## src/hdl/shbr_pkg.sv

```systemverilog
// ----------------------------------------------------------------------------
// shbr_pkg: shared types and constants of the snapshot history ring
// Sizes, field widths, codes and the structs that run between the
// sequencer, the slot metadata store and the body memory.
// ----------------------------------------------------------------------------
package shbr_pkg;

    // Storage sizes.
    localparam int RING_DEPTH  = 16;
    localparam int SLOT_BODIES = 64;
    localparam int BODY_BITS   = 64;

    // Fixed field widths.
    localparam int TICK_W = 64;
    localparam int DATA_W = 64;
    localparam int CNT_W  = 7;
    localparam int RING_W = 5;

    // Derived widths.
    localparam int PTR_W     = (RING_DEPTH > 1) ? $clog2(RING_DEPTH) : 1;
    localparam int BODY_DEPTH = (RING_DEPTH + 1) * SLOT_BODIES;
    localparam int BODY_AW   = (BODY_DEPTH > 1) ? $clog2(BODY_DEPTH) : 1;
    localparam int BASE_OFF  = RING_DEPTH * SLOT_BODIES;

    // Stream widths.
    localparam int S_TDATA_W = ((TICK_W + DATA_W + 7) / 8) * 8;
    localparam int M_TDATA_W = ((TICK_W + CNT_W + 7) / 8) * 8;
    localparam int S_TUSER_W = 2;
    localparam int M_TUSER_W = 1;

    // Configuration port.
    localparam int CFG_IDX_W = 2;
    localparam int CFG_DAT_W = 7;
    localparam logic [CFG_IDX_W-1:0] CFG_RING_SIZE  = 2'd0;
    localparam logic [CFG_IDX_W-1:0] CFG_SLOT_LIMIT = 2'd1;

    // Item kinds and result status.
    localparam logic KIND_RECORD = 1'b0;
    localparam logic KIND_ACK    = 1'b1;
    localparam logic STATUS_OK      = 1'b0;
    localparam logic STATUS_EXPIRED = 1'b1;

    // Effective configuration after clamping.
    typedef struct packed {
        logic [RING_W-1:0] ring;
        logic [CNT_W-1:0]  limit;
    } cfg_t;

    // Slot metadata write: tick at record start, count at record close.
    typedef struct packed {
        logic              tick_en;
        logic              count_en;
        logic [PTR_W-1:0]  idx;
        logic [TICK_W-1:0] tick;
        logic [CNT_W-1:0]  count;
    } meta_wr_t;

    typedef struct packed {
        logic             en;
        logic [PTR_W-1:0] idx;
    } meta_rd_t;

    typedef struct packed {
        logic [TICK_W-1:0] tick;
        logic [CNT_W-1:0]  count;
    } meta_q_t;

    // Body memory request, one write and one read port.
    typedef struct packed {
        logic                 we;
        logic [BODY_AW-1:0]   waddr;
        logic [BODY_BITS-1:0] wdata;
        logic                 re;
        logic [BODY_AW-1:0]   raddr;
    } body_req_t;

endpackage

```

## src/hdl/snapshot_history_baseline_ring.sv

```systemverilog
// ----------------------------------------------------------------------------
// snapshot_history_baseline_ring: ring of recent snapshots with acked baseline
// Records snapshots into a ring of slots and, on an acknowledge beat,
// copies the matching slot into the baseline and reports ok or expired.
// ----------------------------------------------------------------------------
// Every accepted beat yields exactly one result beat. A record beat (kind 0)
// completes in the cycle it is accepted, so record beats stream at one per
// cycle as long as the result side keeps up; the result register lets the
// next beat in while the previous result is being taken. An acknowledge beat
// (kind 1) stalls the input while it works. The search reads the slot tick
// memory once per cycle, newest filled slot first, and compares each tick
// in the cycle after its read; a miss ends once every filled slot has been
// compared, and a hit ends the search. A hit then copies its body words
// through the single read port of the body memory at one word per cycle.
// A final state posts the result once the result register is free, after
// which the input opens again. After ring_size is written the write
// pointer is folded back into the new range by repeated subtraction,
// holding s_tready low until it is back in range. Body words of all slots
// and the baseline copy share one memory: slot s owns words s*SLOT_BODIES
// and up, the baseline sits behind the last slot. Slot ticks live in a
// second memory with one valid bit per slot, so no clearing pass is needed
// after reset.
// ----------------------------------------------------------------------------
module snapshot_history_baseline_ring (
    input  logic                             aclk,
    input  logic                             aresetn,
    // Configuration write port.
    input  logic                             cfg_we,
    input  logic [shbr_pkg::CFG_IDX_W-1:0]   cfg_idx,
    input  logic [shbr_pkg::CFG_DAT_W-1:0]   cfg_wdata,
    // Input stream.
    input  logic                             s_tvalid,
    output logic                             s_tready,
    input  logic [shbr_pkg::S_TDATA_W-1:0]   s_tdata,  // tick, body_data
    input  logic [shbr_pkg::S_TUSER_W-1:0]   s_tuser,  // kind, body_present
    input  logic                             s_tlast,
    // Result stream.
    output logic                             m_tvalid,
    input  logic                             m_tready,
    output logic [shbr_pkg::M_TDATA_W-1:0]   m_tdata,  // base_tick, base_count
    output logic [shbr_pkg::M_TUSER_W-1:0]   m_tuser   // status
);

    logic [shbr_pkg::RING_W-1:0] ring_size_reg;
    logic [shbr_pkg::CNT_W-1:0]  slot_limit_reg;
    shbr_pkg::cfg_t              cfg;

    shbr_pkg::meta_wr_t          meta_wr;
    shbr_pkg::meta_rd_t          meta_rd;
    shbr_pkg::meta_q_t           meta_q;
    shbr_pkg::body_req_t         body_req;
    logic [shbr_pkg::BODY_BITS-1:0] body_rdata;

    logic                        out_status;
    logic [shbr_pkg::TICK_W-1:0] out_tick;
    logic [shbr_pkg::CNT_W-1:0]  out_count;

    // Configuration registers; an index beyond the list is ignored.
    always_ff @(posedge aclk) begin
        if (!aresetn) begin
            ring_size_reg  <= shbr_pkg::RING_W'(16);
            slot_limit_reg <= shbr_pkg::CNT_W'(64);
        end else if (cfg_we) begin
            unique case (cfg_idx)
                shbr_pkg::CFG_RING_SIZE:  ring_size_reg  <= cfg_wdata[shbr_pkg::RING_W-1:0];
                shbr_pkg::CFG_SLOT_LIMIT: slot_limit_reg <= cfg_wdata;
                default: ;
            endcase
        end
    end

    // A ring size of zero behaves as one; both registers clamp to the
    // storage that is actually built.
    always_comb begin
        if (ring_size_reg == '0) begin
            cfg.ring = shbr_pkg::RING_W'(1);
        end else if (32'(ring_size_reg) > shbr_pkg::RING_DEPTH) begin
            cfg.ring = shbr_pkg::RING_W'(shbr_pkg::RING_DEPTH);
        end else begin
            cfg.ring = ring_size_reg;
        end
        if (32'(slot_limit_reg) > shbr_pkg::SLOT_BODIES) begin
            cfg.limit = shbr_pkg::CNT_W'(shbr_pkg::SLOT_BODIES);
        end else begin
            cfg.limit = slot_limit_reg;
        end
    end

    shbr_seq u_seq (
        .aclk       (aclk),
        .aresetn    (aresetn),
        .cfg        (cfg),
        .in_valid   (s_tvalid),
        .in_ready   (s_tready),
        .in_kind    (s_tuser[0]),
        .in_tick    (s_tdata[shbr_pkg::TICK_W-1:0]),
        .in_body    (s_tdata[shbr_pkg::TICK_W +: shbr_pkg::DATA_W]),
        .in_present (s_tuser[1]),
        .in_last    (s_tlast),
        .out_valid  (m_tvalid),
        .out_ready  (m_tready),
        .out_status (out_status),
        .out_tick   (out_tick),
        .out_count  (out_count),
        .meta_wr    (meta_wr),
        .meta_rd    (meta_rd),
        .meta_q     (meta_q),
        .body_req   (body_req),
        .body_rdata (body_rdata)
    );

    shbr_meta u_meta (
        .aclk    (aclk),
        .aresetn (aresetn),
        .wr      (meta_wr),
        .rd      (meta_rd),
        .q       (meta_q)
    );

    // Slot bodies plus the baseline region in one memory.
    shbr_ram #(
        .WIDTH (shbr_pkg::BODY_BITS),
        .DEPTH (shbr_pkg::BODY_DEPTH)
    ) u_body_ram (
        .clk   (aclk),
        .we    (body_req.we),
        .waddr (body_req.waddr),
        .wdata (body_req.wdata),
        .re    (body_req.re),
        .raddr (body_req.raddr),
        .rdata (body_rdata)
    );

    assign m_tdata = {{(shbr_pkg::M_TDATA_W - shbr_pkg::TICK_W - shbr_pkg::CNT_W){1'b0}},
                      out_count, out_tick};
    assign m_tuser = out_status;

endmodule

```

## src/hdl/shbr_ram.sv

```systemverilog
// ----------------------------------------------------------------------------
// shbr_ram: generic simple dual-port RAM
// One write port and one read port, read data registered.
// ----------------------------------------------------------------------------
module shbr_ram #(
    parameter int WIDTH = 64,
    parameter int DEPTH = 16
) (
    input  logic                                   clk,
    input  logic                                   we,
    input  logic [((DEPTH > 1) ? $clog2(DEPTH) : 1)-1:0] waddr,
    input  logic [WIDTH-1:0]                       wdata,
    input  logic                                   re,
    input  logic [((DEPTH > 1) ? $clog2(DEPTH) : 1)-1:0] raddr,
    output logic [WIDTH-1:0]                       rdata
);

    logic [WIDTH-1:0] mem [DEPTH];
    logic [WIDTH-1:0] rdata_reg;

    always_ff @(posedge clk) begin
        if (we) begin
            mem[waddr] <= wdata;
        end
        if (re) begin
            rdata_reg <= mem[raddr];
        end
    end

    assign rdata = rdata_reg;

endmodule

```

## src/hdl/shbr_meta.sv

```systemverilog
// ----------------------------------------------------------------------------
// shbr_meta: per-slot tick and body count store
// Ticks live in a RAM with a valid bit per slot; a slot never written
// reads as tick zero. Counts are a small reset-cleared register array.
// ----------------------------------------------------------------------------
module shbr_meta (
    input  logic              aclk,
    input  logic              aresetn,
    input  shbr_pkg::meta_wr_t wr,
    input  shbr_pkg::meta_rd_t rd,
    output shbr_pkg::meta_q_t  q
);

    logic [shbr_pkg::RING_DEPTH-1:0] valid_reg;
    logic [shbr_pkg::CNT_W-1:0]      count_reg [shbr_pkg::RING_DEPTH];
    logic                            rd_valid_reg;
    logic [shbr_pkg::CNT_W-1:0]      rd_count_reg;
    logic [shbr_pkg::TICK_W-1:0]     ram_q;

    shbr_ram #(
        .WIDTH (shbr_pkg::TICK_W),
        .DEPTH (shbr_pkg::RING_DEPTH)
    ) u_tick_ram (
        .clk   (aclk),
        .we    (wr.tick_en),
        .waddr (wr.idx),
        .wdata (wr.tick),
        .re    (rd.en),
        .raddr (rd.idx),
        .rdata (ram_q)
    );

    always_ff @(posedge aclk) begin
        if (!aresetn) begin
            valid_reg    <= '0;
            rd_valid_reg <= 1'b0;
            rd_count_reg <= '0;
            for (int i = 0; i < shbr_pkg::RING_DEPTH; i++) begin
                count_reg[i] <= '0;
            end
        end else begin
            if (wr.tick_en) begin
                valid_reg[wr.idx] <= 1'b1;
            end
            if (wr.count_en) begin
                count_reg[wr.idx] <= wr.count;
            end
            if (rd.en) begin
                rd_valid_reg <= valid_reg[rd.idx];
                rd_count_reg <= count_reg[rd.idx];
            end
        end
    end

    assign q.tick  = rd_valid_reg ? ram_q : '0;
    assign q.count = rd_count_reg;

endmodule

```

## src/hdl/shbr_seq.sv

```systemverilog
// ----------------------------------------------------------------------------
// shbr_seq: item sequencer of the snapshot history ring
// Records body words, searches slot ticks newest first on an ack, copies
// the hit slot into the baseline region and holds the result register.
// ----------------------------------------------------------------------------
module shbr_seq (
    input  logic                          aclk,
    input  logic                          aresetn,
    input  shbr_pkg::cfg_t                cfg,
    // Input item.
    input  logic                          in_valid,
    output logic                          in_ready,
    input  logic                          in_kind,
    input  logic [shbr_pkg::TICK_W-1:0]   in_tick,
    input  logic [shbr_pkg::DATA_W-1:0]   in_body,
    input  logic                          in_present,
    input  logic                          in_last,
    // Result item.
    output logic                          out_valid,
    input  logic                          out_ready,
    output logic                          out_status,
    output logic [shbr_pkg::TICK_W-1:0]   out_tick,
    output logic [shbr_pkg::CNT_W-1:0]    out_count,
    // Slot metadata store.
    output shbr_pkg::meta_wr_t            meta_wr,
    output shbr_pkg::meta_rd_t            meta_rd,
    input  shbr_pkg::meta_q_t             meta_q,
    // Body memory.
    output shbr_pkg::body_req_t           body_req,
    input  logic [shbr_pkg::BODY_BITS-1:0] body_rdata
);

    typedef enum logic [3:0] {
        ST_IDLE   = 4'b0001,
        ST_SEARCH = 4'b0010,
        ST_COPY   = 4'b0100,
        ST_DONE   = 4'b1000
    } state_t;

    state_t st_reg, st_next;

    logic [shbr_pkg::PTR_W-1:0]   wslot_reg, wslot_next;
    logic [shbr_pkg::RING_W-1:0]  filled_reg, filled_next;
    logic                         open_reg, open_next;
    logic [shbr_pkg::CNT_W-1:0]   ocount_reg, ocount_next;
    logic                         out_valid_reg, out_valid_next;
    logic                         status_reg, status_next;
    logic [shbr_pkg::TICK_W-1:0]  btick_reg, btick_next;
    logic [shbr_pkg::CNT_W-1:0]   bcount_reg, bcount_next;
    logic [shbr_pkg::TICK_W-1:0]  ack_tick_reg, ack_tick_next;
    logic [shbr_pkg::RING_W-1:0]  rem_reg, rem_next;
    logic [shbr_pkg::PTR_W-1:0]   probe_reg, probe_next;
    logic                         cmpv_reg, cmpv_next;
    logic [shbr_pkg::PTR_W-1:0]   cmpidx_reg, cmpidx_next;
    logic [shbr_pkg::BODY_AW-1:0] cp_src_reg, cp_src_next;
    logic [shbr_pkg::CNT_W-1:0]   cp_total_reg, cp_total_next;
    logic [shbr_pkg::CNT_W-1:0]   cp_rd_reg, cp_rd_next;
    logic                         cp_wv_reg, cp_wv_next;
    logic [shbr_pkg::CNT_W-1:0]   cp_wi_reg, cp_wi_next;

    logic [shbr_pkg::PTR_W-1:0] ring_last;
    logic [shbr_pkg::PTR_W-1:0] prev_slot;
    logic                       w_ok;
    logic                       slot_free;
    logic                       accept;

    assign ring_last = shbr_pkg::PTR_W'(cfg.ring - shbr_pkg::RING_W'(1));
    assign prev_slot = (wslot_reg == '0) ? ring_last
                                         : wslot_reg - shbr_pkg::PTR_W'(1);
    assign w_ok      = 32'(wslot_reg) < 32'(cfg.ring);
    assign slot_free = !out_valid_reg || out_ready;
    assign in_ready  = (st_reg == ST_IDLE) && w_ok && slot_free;
    assign accept    = in_valid && in_ready;

    always_comb begin
        logic [shbr_pkg::RING_W-1:0] f;
        logic [shbr_pkg::CNT_W-1:0]  oc;
        logic [shbr_pkg::CNT_W-1:0]  c;
        logic                        issue;

        st_next        = st_reg;
        wslot_next     = wslot_reg;
        filled_next    = filled_reg;
        open_next      = open_reg;
        ocount_next    = ocount_reg;
        out_valid_next = out_valid_reg && !out_ready;
        status_next    = status_reg;
        btick_next     = btick_reg;
        bcount_next    = bcount_reg;
        ack_tick_next  = ack_tick_reg;
        rem_next       = rem_reg;
        probe_next     = probe_reg;
        cmpv_next      = cmpv_reg;
        cmpidx_next    = cmpidx_reg;
        cp_src_next    = cp_src_reg;
        cp_total_next  = cp_total_reg;
        cp_rd_next     = cp_rd_reg;
        cp_wv_next     = cp_wv_reg;
        cp_wi_next     = cp_wi_reg;
        meta_wr        = '0;
        meta_rd        = '0;
        body_req       = '0;
        f              = filled_reg;
        oc             = ocount_reg;
        c              = '0;
        issue          = 1'b0;

        unique case (st_reg)
            ST_IDLE: begin
                // After a ring size change, fold the pointer back into range.
                if (!w_ok) begin
                    wslot_next = shbr_pkg::PTR_W'(32'(wslot_reg) - 32'(cfg.ring));
                end
                if (accept && in_kind == shbr_pkg::KIND_ACK) begin
                    ack_tick_next = in_tick;
                    rem_next      = (filled_reg < cfg.ring) ? filled_reg : cfg.ring;
                    probe_next    = prev_slot;
                    cmpv_next     = 1'b0;
                    st_next       = ST_SEARCH;
                end else if (accept) begin
                    if (!open_reg) begin
                        // The slot being overwritten leaves the filled set now.
                        if (f >= cfg.ring) begin
                            f = cfg.ring - shbr_pkg::RING_W'(1);
                        end
                        meta_wr.tick_en = 1'b1;
                        meta_wr.tick    = in_tick;
                        oc              = '0;
                    end
                    meta_wr.idx = wslot_reg;
                    if (in_present && oc < cfg.limit) begin
                        body_req.we    = 1'b1;
                        body_req.waddr = shbr_pkg::BODY_AW'(
                            32'(wslot_reg) * shbr_pkg::SLOT_BODIES + 32'(oc));
                        body_req.wdata = in_body[shbr_pkg::BODY_BITS-1:0];
                        oc             = oc + shbr_pkg::CNT_W'(1);
                    end
                    if (in_last) begin
                        meta_wr.count_en = 1'b1;
                        meta_wr.count    = oc;
                        wslot_next = (32'(wslot_reg) + 1 >= 32'(cfg.ring))
                                     ? '0 : wslot_reg + shbr_pkg::PTR_W'(1);
                        if (f > cfg.ring) begin
                            f = cfg.ring;
                        end
                        if (f < cfg.ring) begin
                            f = f + shbr_pkg::RING_W'(1);
                        end
                        open_next   = 1'b0;
                        ocount_next = '0;
                    end else begin
                        open_next   = 1'b1;
                        ocount_next = oc;
                    end
                    filled_next    = f;
                    status_next    = shbr_pkg::STATUS_OK;
                    out_valid_next = 1'b1;
                end
            end

            ST_SEARCH: begin
                // Reads issue one per cycle; each compare sees the previous read.
                issue       = (rem_reg != '0);
                meta_rd.en  = issue;
                meta_rd.idx = probe_reg;
                if (issue) begin
                    rem_next   = rem_reg - shbr_pkg::RING_W'(1);
                    probe_next = (probe_reg == '0) ? ring_last
                                                   : probe_reg - shbr_pkg::PTR_W'(1);
                end
                cmpv_next   = issue;
                cmpidx_next = probe_reg;
                if (cmpv_reg && meta_q.tick == ack_tick_reg) begin
                    c = (32'(meta_q.count) > shbr_pkg::SLOT_BODIES)
                        ? shbr_pkg::CNT_W'(shbr_pkg::SLOT_BODIES) : meta_q.count;
                    btick_next    = ack_tick_reg;
                    bcount_next   = c;
                    cp_src_next   = shbr_pkg::BODY_AW'(
                        32'(cmpidx_reg) * shbr_pkg::SLOT_BODIES);
                    cp_total_next = c;
                    cp_rd_next    = '0;
                    cp_wv_next    = 1'b0;
                    status_next   = shbr_pkg::STATUS_OK;
                    st_next       = ST_COPY;
                end else if (!cmpv_reg && !issue) begin
                    status_next = shbr_pkg::STATUS_EXPIRED;
                    st_next     = ST_DONE;
                end
            end

            ST_COPY: begin
                // Read word k of the slot while word k-1 lands in the baseline.
                issue          = (cp_rd_reg < cp_total_reg);
                body_req.re    = issue;
                body_req.raddr = cp_src_reg + shbr_pkg::BODY_AW'(cp_rd_reg);
                if (issue) begin
                    cp_rd_next = cp_rd_reg + shbr_pkg::CNT_W'(1);
                end
                cp_wv_next = issue;
                cp_wi_next = cp_rd_reg;
                if (cp_wv_reg) begin
                    body_req.we    = 1'b1;
                    body_req.waddr = shbr_pkg::BODY_AW'(
                        shbr_pkg::BASE_OFF + 32'(cp_wi_reg));
                    body_req.wdata = body_rdata;
                end
                if (!issue && !cp_wv_reg) begin
                    st_next = ST_DONE;
                end
            end

            ST_DONE: begin
                if (slot_free) begin
                    out_valid_next = 1'b1;
                    st_next        = ST_IDLE;
                end
            end

            default: begin
                st_next = ST_IDLE;
            end
        endcase
    end

    always_ff @(posedge aclk) begin
        if (!aresetn) begin
            st_reg        <= ST_IDLE;
            wslot_reg     <= '0;
            filled_reg    <= '0;
            open_reg      <= 1'b0;
            ocount_reg    <= '0;
            out_valid_reg <= 1'b0;
            btick_reg     <= '0;
            bcount_reg    <= '0;
            rem_reg       <= '0;
            cmpv_reg      <= 1'b0;
            cp_total_reg  <= '0;
            cp_rd_reg     <= '0;
            cp_wv_reg     <= 1'b0;
        end else begin
            st_reg        <= st_next;
            wslot_reg     <= wslot_next;
            filled_reg    <= filled_next;
            open_reg      <= open_next;
            ocount_reg    <= ocount_next;
            out_valid_reg <= out_valid_next;
            btick_reg     <= btick_next;
            bcount_reg    <= bcount_next;
            rem_reg       <= rem_next;
            cmpv_reg      <= cmpv_next;
            cp_total_reg  <= cp_total_next;
            cp_rd_reg     <= cp_rd_next;
            cp_wv_reg     <= cp_wv_next;
        end
    end

    always_ff @(posedge aclk) begin
        status_reg   <= status_next;
        ack_tick_reg <= ack_tick_next;
        probe_reg    <= probe_next;
        cmpidx_reg   <= cmpidx_next;
        cp_src_reg   <= cp_src_next;
        cp_wi_reg    <= cp_wi_next;
    end

    // The baseline only changes while no result is pending, so it drives
    // the result payload directly.
    assign out_valid  = out_valid_reg;
    assign out_status = status_reg;
    assign out_tick   = btick_reg;
    assign out_count  = bcount_reg;

`ifndef SYNTHESIS
    a_wslot_in_ring: assert property (@(posedge aclk) disable iff (!aresetn)
        accept |-> (32'(wslot_reg) < 32'(cfg.ring)))
        else $error("write pointer outside the ring at item accept");

    a_filled_bound: assert property (@(posedge aclk) disable iff (!aresetn)
        32'(filled_reg) <= shbr_pkg::RING_DEPTH)
        else $error("filled slot count above ring depth");

    a_no_body_write_in_search: assert property (@(posedge aclk) disable iff (!aresetn)
        (st_reg == ST_SEARCH) |-> !body_req.we)
        else $error("body memory written during tick search");

    a_result_source: assert property (@(posedge aclk) disable iff (!aresetn)
        $rose(out_valid_reg) |->
            $past(st_reg == ST_DONE || (accept && in_kind == shbr_pkg::KIND_RECORD)))
        else $error("result raised outside record accept or ack completion");

    a_no_accept_busy: assert property (@(posedge aclk) disable iff (!aresetn)
        (st_reg != ST_IDLE) |-> !in_ready)
        else $error("input ready while an ack is in progress");
`endif

endmodule

```

## config.mk

```make
export PLATFORM = sky130hd
export DESIGN_NAME = snapshot_history_baseline_ring
export DESIGN_NICKNAME = d
export VERILOG_FILES = /design/src/hdl/shbr_pkg.sv /design/src/hdl/snapshot_history_baseline_ring.sv /design/src/hdl/shbr_ram.sv /design/src/hdl/shbr_meta.sv /design/src/hdl/shbr_seq.sv
export SDC_FILE = /design/constraint.sdc
export NUM_CORES = 2
export LEC_CHECK = 0
export BUFFER_PORTS_ARGS = -buffer_cell sky130_fd_sc_hd__buf_2
export CORE_MARGIN = 2
export CORE_UTILIZATION = 34
export CTS_CLUSTER_DIAMETER = 30
export CTS_CLUSTER_SIZE = 8
export DETAILED_ROUTE_END_ITERATION = 10
export HOLD_SLACK_MARGIN = 0.03
export SETUP_SLACK_MARGIN = 0.5
export SLEW_MARGIN = 20
export SYNTH_ARGS = -nofsm -noshare
export SYNTH_HDL_FRONTEND = slang
export SYNTH_SLANG_ARGS = --single-unit
```

## constraint.sdc

```tcl
create_clock -name aclk -period 9.79 [get_ports aclk]
set_input_delay 0 -clock aclk [delete_from_list [all_inputs] [get_ports aclk]]
set_output_delay 0 -clock aclk [all_outputs]
set_load 0.02 [all_outputs]
```

==> results.toml <==
[outcome]
outcome = "finished, final reports clean"

[synth]
synth_area_per_cell_um2 = 16.8
synthFlopType = "edfxtp_1"
netlist_instances = 3402
yosysMostFrequentCell = "edfxtp_1"
synth-seq-cells = 1412
synth_top_area_share_pct = 66.6
async_flop_share_pct = 0
syn_nets = 3592
netlist_area_um2 = 57200
synthTopCellsByCount = "edfxtp_1 (1269), mux4_2 (272), nand2_1 (231)"
synth_edf_count = 1269
ys_seq_area_share_pct = 71.7
post_synth_num_cell_types = 80
yosys_warnings = 0
yosys.area.top_type = "edfxtp_1"
ys_top_cells_by_area = "edfxtp_1 (67%), mux4_2 (11%), dfxtp_1 (5.0%), mux2i_1 (1.8%), nand2_1 (1.5%)"

[sta]
fmax_mhz = 169
finalWorstSetupSlack_ns = 3.88
setup_tns_ns = 0
skew_ns = 0.0480
report.final.slew_viol_count = 0
hold_slack_ns = 0.108
finalCriticalPeriod_ns = 5.91
hold_viol_final = 0
slew-limit-headroom_pct = 21.0
post-route-period-util_pct = 60.4
setup_violations = 0
rsz0062_at_grt = "false"
worst_pin_slew_ns = 1.17

[critical_path]
crit_type = "register to register"
cp_data_arrival_time_ns = 6.39
critPathCaptureType = "register"
reg2reg_from = "ring_size_reg[4]"
crit_required_ns = 10.27
reg2reg_slack_ns = 3.88
startpoint = "ring_size_reg[4]"
reg2reg_to = "u_meta.u_tick_ram.mem[0][29]"
reg2regPathDepth = 12
endpoint = "u_meta.u_tick_ram.mem[0][29]"
startpoint_type = "register"
cp_max_fo = 41

[clocking]
clock_latency_ns = 0.90
clock-sinks = 1412
cts_root_buffer = "clkbuf_16"
cts_made_buffers = 318
clkTransAtPathRegs_ns = 0.04
h-tree-depth = 5
postCtsSetupRepairBufs = 0
post_cts_resized = 0
cts_max_path_buffers = 4
cts_hold_buf = 159
cts_tree = "yes"

[routing]
drt_wl_total_um = 161000
via_per_inst = 5.31
ant_nets = 0
drt_iter0_drc = 3180
num_vias = 33686
drt_first_pass_iters = 5
wl_per_cell_um = 25.3
drc_errors = 0

[grt]
grt_pass1_vias = 34257
grt_first_pass_wirelength_um = 234000
grt_start_max_net_pins = 133
antenna_found_initial = 12
overflow = 0
grtUsageTotal_pct = 18.5

[finish]
largest_reg_flops = 1024
drive_gt1_share_pct = 25.7
layout.nets = 4098
fillCellCount = 14540
final_core_utilization_pct = 43.3
area_delta_synth_final_pct = 26.5
finalNonFillerCells = 6343
postLayoutCellArea_um2 = 72300

[hold_path]
hold_path.class = "primary input to register"

[place]
dpl_cell_area_um2 = 60500
io_buffers = 154
pre_cts_slack_ns = 3.98
dp_cells = 5631
dp_hpwl_um = 87400
place_congestion = 0.816

[floorplan]
die_width_um = 414
start_util_pct = 34.2
design.die.area_um2 = 171000
boundaryPins = 220
coreArea_um2 = 167000
die_h_um = 414
num_rows = 150

[flow_run]
maxCapViolations = 0

[power_and_ir_drop]
finalPower_mw = 17.4
p_leak_nw = 25.0
power_density_nw_per_um2 = 240
peakVddDrop_mv = 0.195
==> layout by cell type, fill, tap and decap left out, types with 100 or more instances in the layout <==
cell | Yosys | layout
edfxtp_1 | 1269 | 1269
clkbuf_16 | 0 | 324
mux4_2 | 272 | 272
nand2_1 | 231 | 227
nor2_1 | 192 | 191
dlygate4sd3_1 | 0 | 160
nand3_1 | 156 | 156
buf_2 | 51 | 154
dfxtp_1 | 143 | 142
o21ai_0 | 126 | 126
a21oi_1 | 122 | 122
mux2i_1 | 100 | 100
==> report_power, final <==
group          switching, mW  internal [mW]  leakage [nW]
Combinational          0.395          0.254          6.99
Clock                   3.12           6.91          4.97
Sequential            0.0493           6.66          13.1
==> worst min path at each step <==
stage,to,from,slack (ns),cells past startpoint
2_1_floorplan,u_seq.ack_tick_reg[0],s_tdata[0],0.1,0
3_3_place_gp,u_seq.ack_tick_reg[7],s_tdata[7],0.19,1
3_5_place_dp,u_seq.ack_tick_reg[12],s_tdata[12],0.19,1
4_1_cts,ring_size_reg[0],cfg_idx[0],0.04,5
5_1_grt,ring_size_reg[3],cfg_idx[0],0.11,5
6_report,ring_size_reg[3],cfg_idx[0],0.11,5
==> critical path, stage by stage, from the launching register on <==
cell      delay (ns)
dfxtp_1         0.47
clkinv_1        0.36
nand2_1         0.38
ha_1            0.29
nor2b_1         0.13
o21a_1          0.18
o21a_1          0.20
o21ai_1         0.37
and2_1          0.69
nand2b_1        0.56
nor4_2          0.39
buf_4           0.53
buf_4           0.83
==> cell families after synthesis <==
kind of cell,Yosys count,share of synthesized area [%]
AO/OA/AOI/OAI,429,4.60
XOR/XNOR,25,0.383
adder cells (fa/ha/maj),45,0.998
AND/OR/NAND/NOR,802,6.71
multiplexers,441,13.8
buffers and inverters,247,1.82
flip-flops,1412,71.7
other,1,0.00656
==> final cells by class <==
class / instances / area (um^2) / share of cell area [%]
Inverter: 53 / 204 / 0.282
Clock buffer: 382 / 8450 / 11.7
Antenna cell: 2 / 5.00 / 0.00692
Clock inverter: 167 / 1740 / 2.40
Multi-Input combinational cell: 1743 / 15300 / 21.2
Tap cell: 2204 / 2760 / 3.81
Timing Repair Buffer: 380 / 2900 / 4.01
Sequential cell: 1412 / 41000 / 56.6
==> layer usage <==
metal	vias up	part of all wire (%)	GRT usage (%)	wire length, um
li1	14530	-	-	-
met1	17610	40	23.0	63900
met2	1275	51	32.1	82200
met3	267	6.1	3.61	9750
met4	4	3.0	6.27	4810
met5	-	0.013	0	21
No activity file was read; power rests on OpenSTA's default activity.
